### src/design/hrsl_pkg.sv
// Package for the HTTP request span lexer: character codes, span kind codes
// and the result record passed from the lexer core to the top level.
// No dependencies.
`default_nettype none

package hrsl_pkg;

  // Delimiter characters
  localparam logic [7:0] CHAR_SP = 8'h20;
  localparam logic [7:0] CHAR_LF = 8'h0A;
  localparam logic [7:0] CHAR_CR = 8'h0D;

  // Fixed widths of the result fields
  localparam int unsigned POS_W  = 12;
  localparam int unsigned HIDX_W = 6;

  // Span kind reported on the closing byte
  typedef enum logic [2:0] {
    KIND_NONE    = 3'd0,
    KIND_METHOD  = 3'd1,
    KIND_URI     = 3'd2,
    KIND_VERSION = 3'd3,
    KIND_KEY     = 3'd4,
    KIND_VALUE   = 3'd5
  } token_kind_t;

  // One result item
  typedef struct packed {
    token_kind_t         kind;
    logic [POS_W-1:0]    start;
    logic [POS_W-1:0]    length;
    logic [HIDX_W-1:0]   hidx;
    logic                done;
    logic                body;
    logic                ovf;
  } lex_result_t;

endpackage

`default_nettype wire

### src/design/hrsl_lexer.sv
// Lexer core: parse state registers and the per-byte next-state and result
// logic. Depends on hrsl_pkg.
`default_nettype none

module hrsl_lexer #(
  parameter int unsigned MAX_REQUEST_BYTES = 4096,
  parameter int unsigned MAX_HEADERS       = 32
) (
  input  wire logic                clk,
  input  wire logic                rst,
  input  wire logic                step,
  input  wire logic [7:0]          data_byte,
  input  wire logic                new_request,
  output hrsl_pkg::lex_result_t    result
);
  import hrsl_pkg::*;

  localparam int unsigned OW = $clog2(MAX_REQUEST_BYTES);
  localparam int unsigned HW = $clog2(MAX_HEADERS + 1);
  localparam logic [OW-1:0] OFF_LAST = OW'(MAX_REQUEST_BYTES - 1);
  localparam logic [HW-1:0] HDR_MAX  = HW'(MAX_HEADERS);

  typedef enum logic [2:0] {
    PH_BEGIN   = 3'd0,
    PH_METHOD  = 3'd1,
    PH_URI     = 3'd2,
    PH_VERSION = 3'd3,
    PH_KEY     = 3'd4,
    PH_VALUE   = 3'd5,
    PH_LINE    = 3'd6,
    PH_BODY    = 3'd7
  } phase_t;

  phase_t        phase, phase_next, cur_phase;
  logic [OW-1:0] byte_offset, byte_offset_next, cur_offset;
  logic [OW-1:0] span_start, span_start_next, cur_start;
  logic          span_started, span_started_next, cur_started;
  logic [HW-1:0] header_count, header_count_next, cur_count;
  logic          overflow_flag, overflow_flag_next, cur_ovf;

  // Span length from start to end less drop bytes, floored at zero
  function automatic logic [POS_W-1:0] span_len(input logic [OW-1:0] end_pos,
                                               input logic [OW-1:0] start_pos,
                                               input logic          drop);
    logic [OW:0]         lim;
    logic [OW:0]         diff;
    logic [OW+POS_W-1:0] wide;
    lim  = {1'b0, start_pos} + {{OW{1'b0}}, drop};
    diff = {1'b0, end_pos} - lim;
    wide = {{POS_W{1'b0}}, diff[OW-1:0]};
    if ({1'b0, end_pos} < lim) begin
      span_len = '0;
    end else begin
      span_len = wide[POS_W-1:0];
    end
  endfunction

  // Offset narrowed or widened to the result field
  function automatic logic [POS_W-1:0] to_pos(input logic [OW-1:0] v);
    logic [OW+POS_W-1:0] wide;
    wide   = {{POS_W{1'b0}}, v};
    to_pos = wide[POS_W-1:0];
  endfunction

  function automatic logic [HIDX_W-1:0] to_hidx(input logic [HW-1:0] v);
    logic [HW+HIDX_W-1:0] wide;
    wide    = {{HIDX_W{1'b0}}, v};
    to_hidx = wide[HIDX_W-1:0];
  endfunction

  // Start of a new request clears the state seen by this byte
  always_comb begin
    cur_phase   = new_request ? PH_BEGIN : phase;
    cur_offset  = new_request ? '0 : byte_offset;
    cur_start   = new_request ? '0 : span_start;
    cur_started = new_request ? 1'b0 : span_started;
    cur_count   = new_request ? '0 : header_count;
    cur_ovf     = new_request ? 1'b0 : overflow_flag;
  end

  // Phase transitions and span reporting
  always_comb begin
    phase_next         = cur_phase;
    span_start_next    = cur_start;
    span_started_next  = cur_started;
    header_count_next  = cur_count;
    overflow_flag_next = cur_ovf;
    byte_offset_next   = cur_offset;
    result             = '0;

    case (cur_phase)
      PH_BEGIN: begin
        span_start_next   = cur_offset;
        span_started_next = 1'b1;
        phase_next        = PH_METHOD;
      end
      PH_METHOD: begin
        if (data_byte == CHAR_SP) begin
          result.kind       = KIND_METHOD;
          result.start      = to_pos(cur_start);
          result.length     = span_len(cur_offset, cur_start, 1'b0);
          span_started_next = 1'b0;
          phase_next        = PH_URI;
        end
      end
      PH_URI: begin
        if (!cur_started) begin
          span_start_next   = cur_offset;
          span_started_next = 1'b1;
        end else if (data_byte == CHAR_SP) begin
          result.kind       = KIND_URI;
          result.start      = to_pos(cur_start);
          result.length     = span_len(cur_offset, cur_start, 1'b0);
          span_started_next = 1'b0;
          phase_next        = PH_VERSION;
        end
      end
      PH_VERSION: begin
        if (!cur_started) begin
          span_start_next   = cur_offset;
          span_started_next = 1'b1;
        end else if (data_byte == CHAR_LF) begin
          result.kind       = KIND_VERSION;
          result.start      = to_pos(cur_start);
          result.length     = span_len(cur_offset, cur_start, 1'b1);
          span_started_next = 1'b0;
          phase_next        = PH_KEY;
        end
      end
      PH_KEY: begin
        if (!cur_started) begin
          span_start_next   = cur_offset;
          span_started_next = 1'b1;
        end else if (data_byte == CHAR_SP) begin
          result.kind       = KIND_KEY;
          result.start      = to_pos(cur_start);
          result.length     = span_len(cur_offset, cur_start, 1'b1);
          result.hidx       = to_hidx(cur_count);
          span_started_next = 1'b0;
          phase_next        = PH_VALUE;
        end
      end
      PH_VALUE: begin
        if (!cur_started) begin
          span_start_next   = cur_offset;
          span_started_next = 1'b1;
        end else if (data_byte == CHAR_LF) begin
          result.kind   = KIND_VALUE;
          result.start  = to_pos(cur_start);
          result.length = span_len(cur_offset, cur_start, 1'b1);
          result.hidx   = to_hidx(cur_count);
          // header count saturates at the limit
          if (cur_count < HDR_MAX) begin
            header_count_next = cur_count + 1'b1;
          end else begin
            overflow_flag_next = 1'b1;
          end
          span_started_next = 1'b0;
          phase_next        = PH_LINE;
        end
      end
      PH_LINE: begin
        if (data_byte == CHAR_LF) begin
          result.done = 1'b1;
          phase_next  = PH_BODY;
        end else if (data_byte != CHAR_CR) begin
          span_start_next   = cur_offset;
          span_started_next = 1'b1;
          phase_next        = PH_KEY;
        end
      end
      default: begin
        result.body = 1'b1;
      end
    endcase

    // offset saturates on the last position
    if (cur_offset < OFF_LAST) begin
      byte_offset_next = cur_offset + 1'b1;
    end else begin
      overflow_flag_next = 1'b1;
    end

    result.ovf = overflow_flag_next;
  end

  // State registers, updated once per transfer into the result register
  always_ff @(posedge clk) begin
    if (rst) begin
      phase         <= PH_BEGIN;
      byte_offset   <= '0;
      span_start    <= '0;
      span_started  <= 1'b0;
      header_count  <= '0;
      overflow_flag <= 1'b0;
    end else if (step) begin
      phase         <= phase_next;
      byte_offset   <= byte_offset_next;
      span_start    <= span_start_next;
      span_started  <= span_started_next;
      header_count  <= header_count_next;
      overflow_flag <= overflow_flag_next;
    end
  end

endmodule

`default_nettype wire

### src/design/http_request_span_lexer.sv
// Top level of the HTTP request span lexer: input register, lexer core and
// result register with valid/stall handshakes. Depends on hrsl_pkg, hrsl_lexer.
//
//  channel | direction | handshake           | payload
//  in      | input     | in_valid / in_stall | data_byte, new_request
//  out     | output    | out_valid/out_stall | token_kind, token_start, token_length,
//          |           |                     | header_index, headers_done, in_body, overflow
//
// One byte per cycle sustained while out_stall is low; each byte passes the input
// register, then the parse logic into the result register.
// Synchronous active-high rst clears the parse state and both valid flags.
// A stalled result holds the result register; the input register takes one
// more byte if it was empty, then in_stall rises until the result is taken.
`default_nettype none

module http_request_span_lexer #(
  parameter int unsigned MAX_REQUEST_BYTES = 4096,
  parameter int unsigned MAX_HEADERS       = 32
) (
  input  wire logic        clk,
  input  wire logic        rst,
  input  wire logic        in_valid,
  output logic             in_stall,
  input  wire logic [7:0]  data_byte,
  input  wire logic        new_request,
  output logic             out_valid,
  input  wire logic        out_stall,
  output logic [2:0]       token_kind,
  output logic [11:0]      token_start,
  output logic [11:0]      token_length,
  output logic [5:0]       header_index,
  output logic             headers_done,
  output logic             in_body,
  output logic             overflow
);
  import hrsl_pkg::*;

  logic        s1_valid;
  logic [7:0]  s1_byte;
  logic        s1_new;
  logic        load_out;
  logic        advance;
  lex_result_t lex_res;
  lex_result_t res_reg;

  // Pipeline flow control
  assign load_out = !out_valid || !out_stall;
  assign advance  = s1_valid && load_out;
  assign in_stall = s1_valid && !load_out;

  // Input register
  always_ff @(posedge clk) begin
    if (rst) begin
      s1_valid <= 1'b0;
    end else if (!in_stall) begin
      s1_valid <= in_valid;
    end
  end

  always_ff @(posedge clk) begin
    if (in_valid && !in_stall) begin
      s1_byte <= data_byte;
      s1_new  <= new_request;
    end
  end

  hrsl_lexer #(
    .MAX_REQUEST_BYTES (MAX_REQUEST_BYTES),
    .MAX_HEADERS       (MAX_HEADERS)
  ) u_lexer (
    .clk         (clk),
    .rst         (rst),
    .step        (advance),
    .data_byte   (s1_byte),
    .new_request (s1_new),
    .result      (lex_res)
  );

  // Result register
  always_ff @(posedge clk) begin
    if (rst) begin
      out_valid <= 1'b0;
    end else if (load_out) begin
      out_valid <= s1_valid;
    end
  end

  always_ff @(posedge clk) begin
    if (advance) begin
      res_reg <= lex_res;
    end
  end

  assign token_kind   = res_reg.kind;
  assign token_start  = res_reg.start;
  assign token_length = res_reg.length;
  assign header_index = res_reg.hidx;
  assign headers_done = res_reg.done;
  assign in_body      = res_reg.body;
  assign overflow     = res_reg.ovf;

endmodule

`default_nettype wire
### config.mk
export PLATFORM = sky130hd
export DESIGN_NAME = http_request_span_lexer
export DESIGN_NICKNAME = d
export VERILOG_FILES = /design/src/design/hrsl_pkg.sv /design/src/design/hrsl_lexer.sv /design/src/design/http_request_span_lexer.sv
export SDC_FILE = /design/constraint.sdc
export NUM_CORES = 1
export LEC_CHECK = 0
export BUFFER_PORTS_ARGS = -buffer_cell sky130_fd_sc_hd__buf_2
export CORE_AREA = 4 4 97 99
export CTS_BUF_LIST = sky130_fd_sc_hd__clkbuf_16
export DETAILED_ROUTE_END_ITERATION = 10
export DIE_AREA = 0 0 101 103
export PLACE_DENSITY = 0.82
export SLEW_MARGIN = 20
export SYNTH_ARGS = -nofsm -noshare
export SYNTH_HDL_FRONTEND = slang
export SYNTH_SLANG_ARGS = --single-unit
### constraint.sdc
create_clock -name clk -period 4.7 [get_ports clk]
set_input_delay 0.47 -clock clk [delete_from_list [all_inputs] [get_ports clk]]
set_output_delay 0.47 -clock clk [all_outputs]
set_load 0.01 [all_outputs]
==> results_dict.tcl, run 1 <==
set metrics [dict create \
    syn_avg_cell_area_um2 9.25 \
    path_max_fanout 17 \
    p_per_area_mw_per_mm2 288 \
    critPathLaunchType "flop" \
    die_x_um 101 \
    syn-cell-area_mm2 0.00504 \
    report.final.slew_viol_count 0 \
    core_area_mm2 0.00855 \
    drive_gt1_frac 0.139 \
    holdPathEnd "s1_byte[3]" \
    nFillCells 673 \
    synth_cells 545 \
    rsz0062_at_grt "no" \
    grt_remaining_overflow 0 \
    wire_per_inst_um 17.1 \
    finalHoldViolCount 0 \
    hold_buffers 0 \
    ant_nets 0 \
    via_per_inst 6.24 \
    worstHoldStart "data_byte[3]" \
    io_pins 51 \
    cp.required_ns 4.91 \
    antenna_found_initial 0 \
    hp-class "in2reg" \
    finalWirelength_um 12000 \
    synth_edf_count 45 \
    place_hpwl_um 8610 \
    worst_pin_slew_ns 1.07 \
    end_kind "flop" \
    start_util 0.590 \
    arrival_ns 3.85 \
    dr.pass1.iters 7 \
    synth_fp_nets 586 \
    num_antenna_cells 0 \
    grt_pass1_wl_um 19300 \
    clk_pin_slew_worst_paths_ns 0.07 \
    nNetsFinal 628 \
    async_flop_share 0 \
    ys_warn_count 0 \
    synth_top_area_share 0.268 \
    grtUsageTotal 0.235 \
    post-cts-setup-buffers 0 \
    r2r-start "s1_new" \
    synth_cell_types 58 \
    status "completed" \
    area_growth_pct 12.4 \
    fp.dieH_um 103 \
    drc 0 \
    ys_ff_latch 82 \
    drt-initial-drc-count 370 \
    r2r_cells 9 \
    cts_resized 0 \
    cts_max_level 3 \
    cts_root_buf "clkbuf_16" \
    vias 4368 \
    row_count 34 \
    tns_ns 0 \
    grt_pass1_vias 4117 \
    ys_top_cells_by_area "edfxtp_1 (27%), dfxtp_1 (15%), ha_1 (6.5%)" \
    worstHoldPathCells 1 \
    fmax_ghz 0.274 \
    worst_clock_skew_ns 0.00688 \
    portBuffers 50 \
    power_mw 1.63 \
    synth.largest_area_cell "edfxtp_1" \
    numCtsBuffers 9 \
    synth_ff_type "edfxtp_1" \
    ir_drop_v 0.000163 \
    cts_tree "done" \
    max_slew_margin 0.289 \
    worstSetupPathType "reg2reg" \
    min_period_ns 3.64 \
    leakage_nw 2.13 \
    setup_violations 0 \
    rr_endpoint "token_length[4]" \
    gp_congestion 0.925 \
    die_area_mm2 0.0104 \
    numClockSinks 82 \
    clk-insertion-delay-late_ns 0.34 \
    clock_path_buffers 2 \
    grt_max_degree 41 \
    synth_seq_area_share 0.415 \
    finalCritPeriodShare 0.775 \
    drv_cap 0 \
    regToRegSetupSlack_ns 1.06 \
]
metal layers:
layer	GRT usage	up-vias	routed length, um
met5	0	-	0
met4	0.100	0	360
met3	0.0568	34	839
met2	0.395	200	5740
met1	0.291	2066	5010
li1	-	2068	-
synthesized netlist by cell type (2+ instances only):
master     number
a211oi_1        3
a21boi_0        3
a21o_1          6
a21oi_1        33
a22o_1          6
a22oi_1        11
a31oi_1         3
a32o_1          6
and2_1          7
and3_1          6
and3b_1         2
and4_1          3
buf_2           4
clkbuf_1       16
dfxtp_1        37
edfxtp_1       45
fa_1            2
ha_1           26
inv_1          17
mux2_2          2
mux2i_1         4
nand2_1        40
nand2b_1       25
nand3_1        16
nand3b_1        2
nand4_1         6
nand4b_1        3
nor2_1         65
nor2b_1        26
nor3_1         15
nor4_1          6
nor4b_1         2
o2111ai_1       4
o211ai_1        6
o21a_1          5
o21ai_0        23
or3_1           5
xnor2_1        22
xor2_1         13
flip-flops by register name (all words and copies together), names as in the netlist, 3 cells and up:
signal,flops
u_lexer.header_count,6
u_lexer.phase,3
u_lexer.byte_offset,12
s1_byte,8
u_lexer.span_start,12
token_length,12
token_kind,3
token_start,12
header_index,6
final cells by class:
class | instances | area [um^2] | area share
clock buffer | 10 | 250 | 0.0442
clock inverter | 6 | 65.1 | 0.0115
inverter | 17 | 63.8 | 0.0113
multi-input combinational | 424 | 2790 | 0.492
sequential | 82 | 2090 | 0.369
tap | 108 | 135 | 0.0238
timing repair buffer | 53 | 273 | 0.0481
how the worst max path moves through the flow:
stage | depth (start not counted) | startpoint | endpoint | slack (ns)
global route | 9 | s1_new | token_length[8] | 0.88
CTS | 10 | s1_new | token_length[4] | 1.11
finish | 9 | s1_new | token_length[4] | 1.06
global placement | 9 | s1_new | token_length[4] | 1.25
detailed placement | 10 | s1_new | token_length[4] | 1.15
floorplan | 12 | s1_new | token_length[10] | 1.37
placed cells by master (no fill, tap or decap), types with 3 or more instances in the layout:
cell	instances
and3_1	6
inv_6	3
o21ai_0	22
mux2i_1	4
o211ai_1	6
inv_1	17
o2111ai_1	4
a32o_1	6
dfxtp_1	37
nor3_1	15
nor4_1	6
a211oi_1	3
a22o_1	6
or3_1	5
xnor2_1	22
nor2_1	65
nand2b_1	25
nand3_1	16
and4_1	3
edfxtp_1	45
ha_1	26
buf_2	50
a31oi_1	3
o21a_1	5
a21o_1	6
a21boi_0	3
a22oi_1	11
nand4b_1	3
buf_4	3
nor2b_1	26
clkbuf_16	10
a21oi_1	33
xor2_1	13
nand2_1	40
and2_1	7
nand4_1	6
kinds of logic (layout without fill, tap and decap cells):
family	after synthesis	count (layout)	synth area share
simple gates	235	235	0.245
compound gates	119	119	0.161
flops	82	82	0.415
buf+inv	39	86	0.0323
xor+xnor	35	35	0.0608
fa+ha+maj	28	28	0.0724
mux	7	7	0.0146
critical path: stages, from the launching register on:
cell and delay (ns):
edfxtp_1 0.56, and3b_1 0.29, and3_1 0.26, mux2_2 0.36, ha_1 0.36, o21a_1 0.16
o21ai_0 0.13, o31a_1 0.36, a211oi_2 0.74, a32o_1 0.27
through the flow:
| step | instances | cell area, um^2 | utilization | worst slack (ns) | hold slack (ns) |
|---|---|---|---|---|---|
| floorplan | 545 | 5040 | - | 1.37 | 0.441 |
| global placement | 684 | 5350 | 0.626 | 1.25 | 0.452 |
| detailed placement | 684 | 5350 | 0.626 | 1.15 | 0.453 |
| CTS | 700 | 5670 | 0.663 | 1.11 | 0.291 |
| global route | 700 | 5670 | 0.663 | 0.883 | 0.280 |
| finish | 700 | 5670 | 0.663 | 1.06 | 0.297 |
report_power, final:
group | leakage (nW) | internal (mW) | switching (mW) | total, mW
registers | 0.723 | 0.776 | 0.0173 | 0.793
clock network | 0.156 | 0.408 | 0.321 | 0.729
logic | 1.25 | 0.0401 | 0.0693 | 0.109
Note: power is estimated with default switching activity, not from simulation.
==> run 2, diff against run 1 <==
- CORE_AREA: 4 4 97 99 -> 4 4 102 104
- DIE_AREA: 0 0 101 103 -> 0 0 106 108
- PLACE_DENSITY: 0.82 -> 0.78
- clock period: 4.7 -> 3.2 ns (I/O delays scaled with it)
==> run 2 against run 1 <==
Effect of this change:
- sequential power increased by 46%
- cell count increased by 6.3%
- non-clock buffer count increased by 19
- clock-buffer cell count decreased by 1
- sequential share of layout area decreased by 1.6 points
- critical endpoint is now token_length[10]
- highest routed layer unchanged
==> results_dict.tcl, run 2 (synthesis results as in run 1) <==
set metrics [dict create \
    fp.dieH_um 108 \
    critPathTopFamily "simple AND/OR/NAND/NOR gates" \
    cts_max_level 3 \
    area_growth_pct 17.4 \
    end_kind "flop" \
    finalCritPeriodShare 0.972 \
    cts_root_buf "clkbuf_16" \
    leakage_nw 2.25 \
    place_area_mm2 0.00552 \
    worst_pin_slew_ns 1.06 \
    critPathMaxStageDelay_ns 0.47 \
    drv_cap 0 \
    core_area_mm2 0.00955 \
    cp.depth 9 \
    mostFrequentLayoutCell "nor2_1" \
    wire_per_inst_um 16.2 \
    num_antenna_cells 0 \
    final_util 0.620 \
    final_area_mm2 0.00592 \
    hold_buffers 0 \
    setup_violations 0 \
    p_seq_frac 0.455 \
    worstHoldStart "data_byte[2]" \
    worst_clock_skew_ns 0.00932 \
    r2r_cells 9 \
    numPlacedInstances 726 \
    regToRegSetupSlack_ns 0.09 \
    worstSetupPathType "reg2reg" \
    grt_pass1_wl_um 20100 \
    pwr-share-clk 0.478 \
    p_per_area_mw_per_mm2 432 \
    path_max_fanout 5 \
    nFillCells 824 \
    antenna_found_initial 0 \
    report.final.slew_viol_count 0 \
    cp.required_ns 3.29 \
    grtUsageTotal 0.219 \
    numCtsBuffers 9 \
    tns_ns 0 \
    grt_remaining_overflow 0 \
    p_switching_uw 576 \
    clk_pin_slew_worst_paths_ns 0.07 \
    io_pins 51 \
    place_hpwl_um 9080 \
    dr.pass1.iters 5 \
    worstHoldPathCells 1 \
    worst-path-buf-inv 0 \
    fmax_ghz 0.321 \
    hp-class "in2reg" \
    start_util 0.528 \
    grt_max_degree 38 \
    die_area_mm2 0.0114 \
    portBuffers 50 \
    critPathLaunchType "flop" \
    clock_path_buffers 2 \
    final_cells 744 \
    cp_cell_sequence "and3_1 > and3_1 > mux2_2 > ha_1 > nor4_1 > a221oi_1 > o21a_1 > or3_1 > a32o_1" \
    r2r-start "u_lexer.span_start[0]" \
    switching_share 0.225 \
    crit_path_frequent_cell "and3_1" \
    ant_nets 0 \
    nNetsFinal 647 \
    gp_congestion 0.910 \
    clk-insertion-delay-late_ns 0.34 \
    drive_gt1_frac 0.172 \
    holdPathEnd "s1_byte[2]" \
    ir_drop_v 0.000386 \
    pwr-share-comb 0.067 \
    min_period_ns 3.11 \
    cts_tree "done" \
    internal_power_mw 1.98 \
    via_per_inst 5.86 \
    die_x_um 106 \
    arrival_ns 3.20 \
    vias 4362 \
    holdWs_ns 0.153 \
    max_slew_margin 0.292 \
    row_count 36 \
    crit_path_top_delay_cell "nor4_1" \
    finalHoldViolCount 0 \
    numClockSinks 82 \
    grt_pass1_vias 4150 \
    layout_common_cells "nor2_1 (65), buf_2 (50), edfxtp_1 (45)" \
    drc 0 \
    status "completed" \
    rr_endpoint "token_length[10]" \
    finalWirelength_um 12100 \
    drt-initial-drc-count 445 \
]
run 2: changes by cell type in the layout (fill, tap and decap cells not counted), sizes merged:
cell / delta
bufinv: +3
inv: -2
clkbuf: -1
buf: +19
run 2: worst max path at each step:
stage	startpoint	end	slack, ns
after floorplan	s1_new	token_length[10]	0.05
after global placement	u_lexer.span_start[0]	token_length[10]	-0.05
after detailed placement	u_lexer.span_start[0]	token_length[4]	-0.12
after CTS	u_lexer.span_start[0]	token_length[4]	0.06
after global routing	s1_new	token_length[10]	-0.005
final	u_lexer.span_start[0]	token_length[10]	0.09
run 2: worst register-to-register path, stage by stage (launching register included):
cell and delay (ns):
dfxtp_1 0.41, and3_1 0.24, and3_1 0.26, mux2_2 0.36
ha_1 0.26, nor4_1 0.47, a221oi_1 0.14, o21a_1 0.20
or3_1 0.30, a32o_1 0.24
run 2: metrics by stage:
stage                     power [mW]  setup slack [ns]
after detailed placement        1.35            -0.116
after floorplan                 1.29            0.0506
after global routing            2.64          -0.00464
final                           2.56            0.0888
after global placement          1.35           -0.0454
after CTS                       2.57            0.0626
run 2: layer usage:
metal  part of all wire  vias up  global-route usage
met5                  0        -                   0
met1               0.45     2064               0.288
met3              0.058       22              0.0328
met4              0.024        0              0.0907
li1                   -     2106                   -
met2               0.47      170               0.363
run 2: power by group through the flow:
| stage | combinational (mW) | sequential (mW) | clock (mW) |
|---|---|---|---|
| CTS | 0.170 | 1.16 | 1.24 |
| floorplan | 0.105 | 1.19 | 0 |
| finish | 0.172 | 1.16 | 1.22 |
| detailed placement | 0.168 | 1.19 | 0 |
| global route | 0.189 | 1.17 | 1.28 |
| global placement | 0.167 | 1.18 | 0 |
run 2: area by class of cell:
| type | instances | area (um^2) | share of cell area |
|---|---|---|---|
| multi-input cells | 424 | 2830 | 0.477 |
| flip-flops and latches | 82 | 2090 | 0.353 |
| repair buffers | 72 | 419 | 0.0708 |
| clock buffers | 9 | 225 | 0.0380 |
| well taps | 133 | 166 | 0.0281 |
| clock inverters | 7 | 128 | 0.0216 |
| inverters | 17 | 63.8 | 0.0108 |
run 2: what timing repair did:
action                     4_1_cts  5_1_grt
gates resized for setup          1        7
pin swaps                        0        1
gates cloned                     0        0
hold endpoints to repair         0        0
buffers inserted                 0        2
setup endpoints to repair       12       13
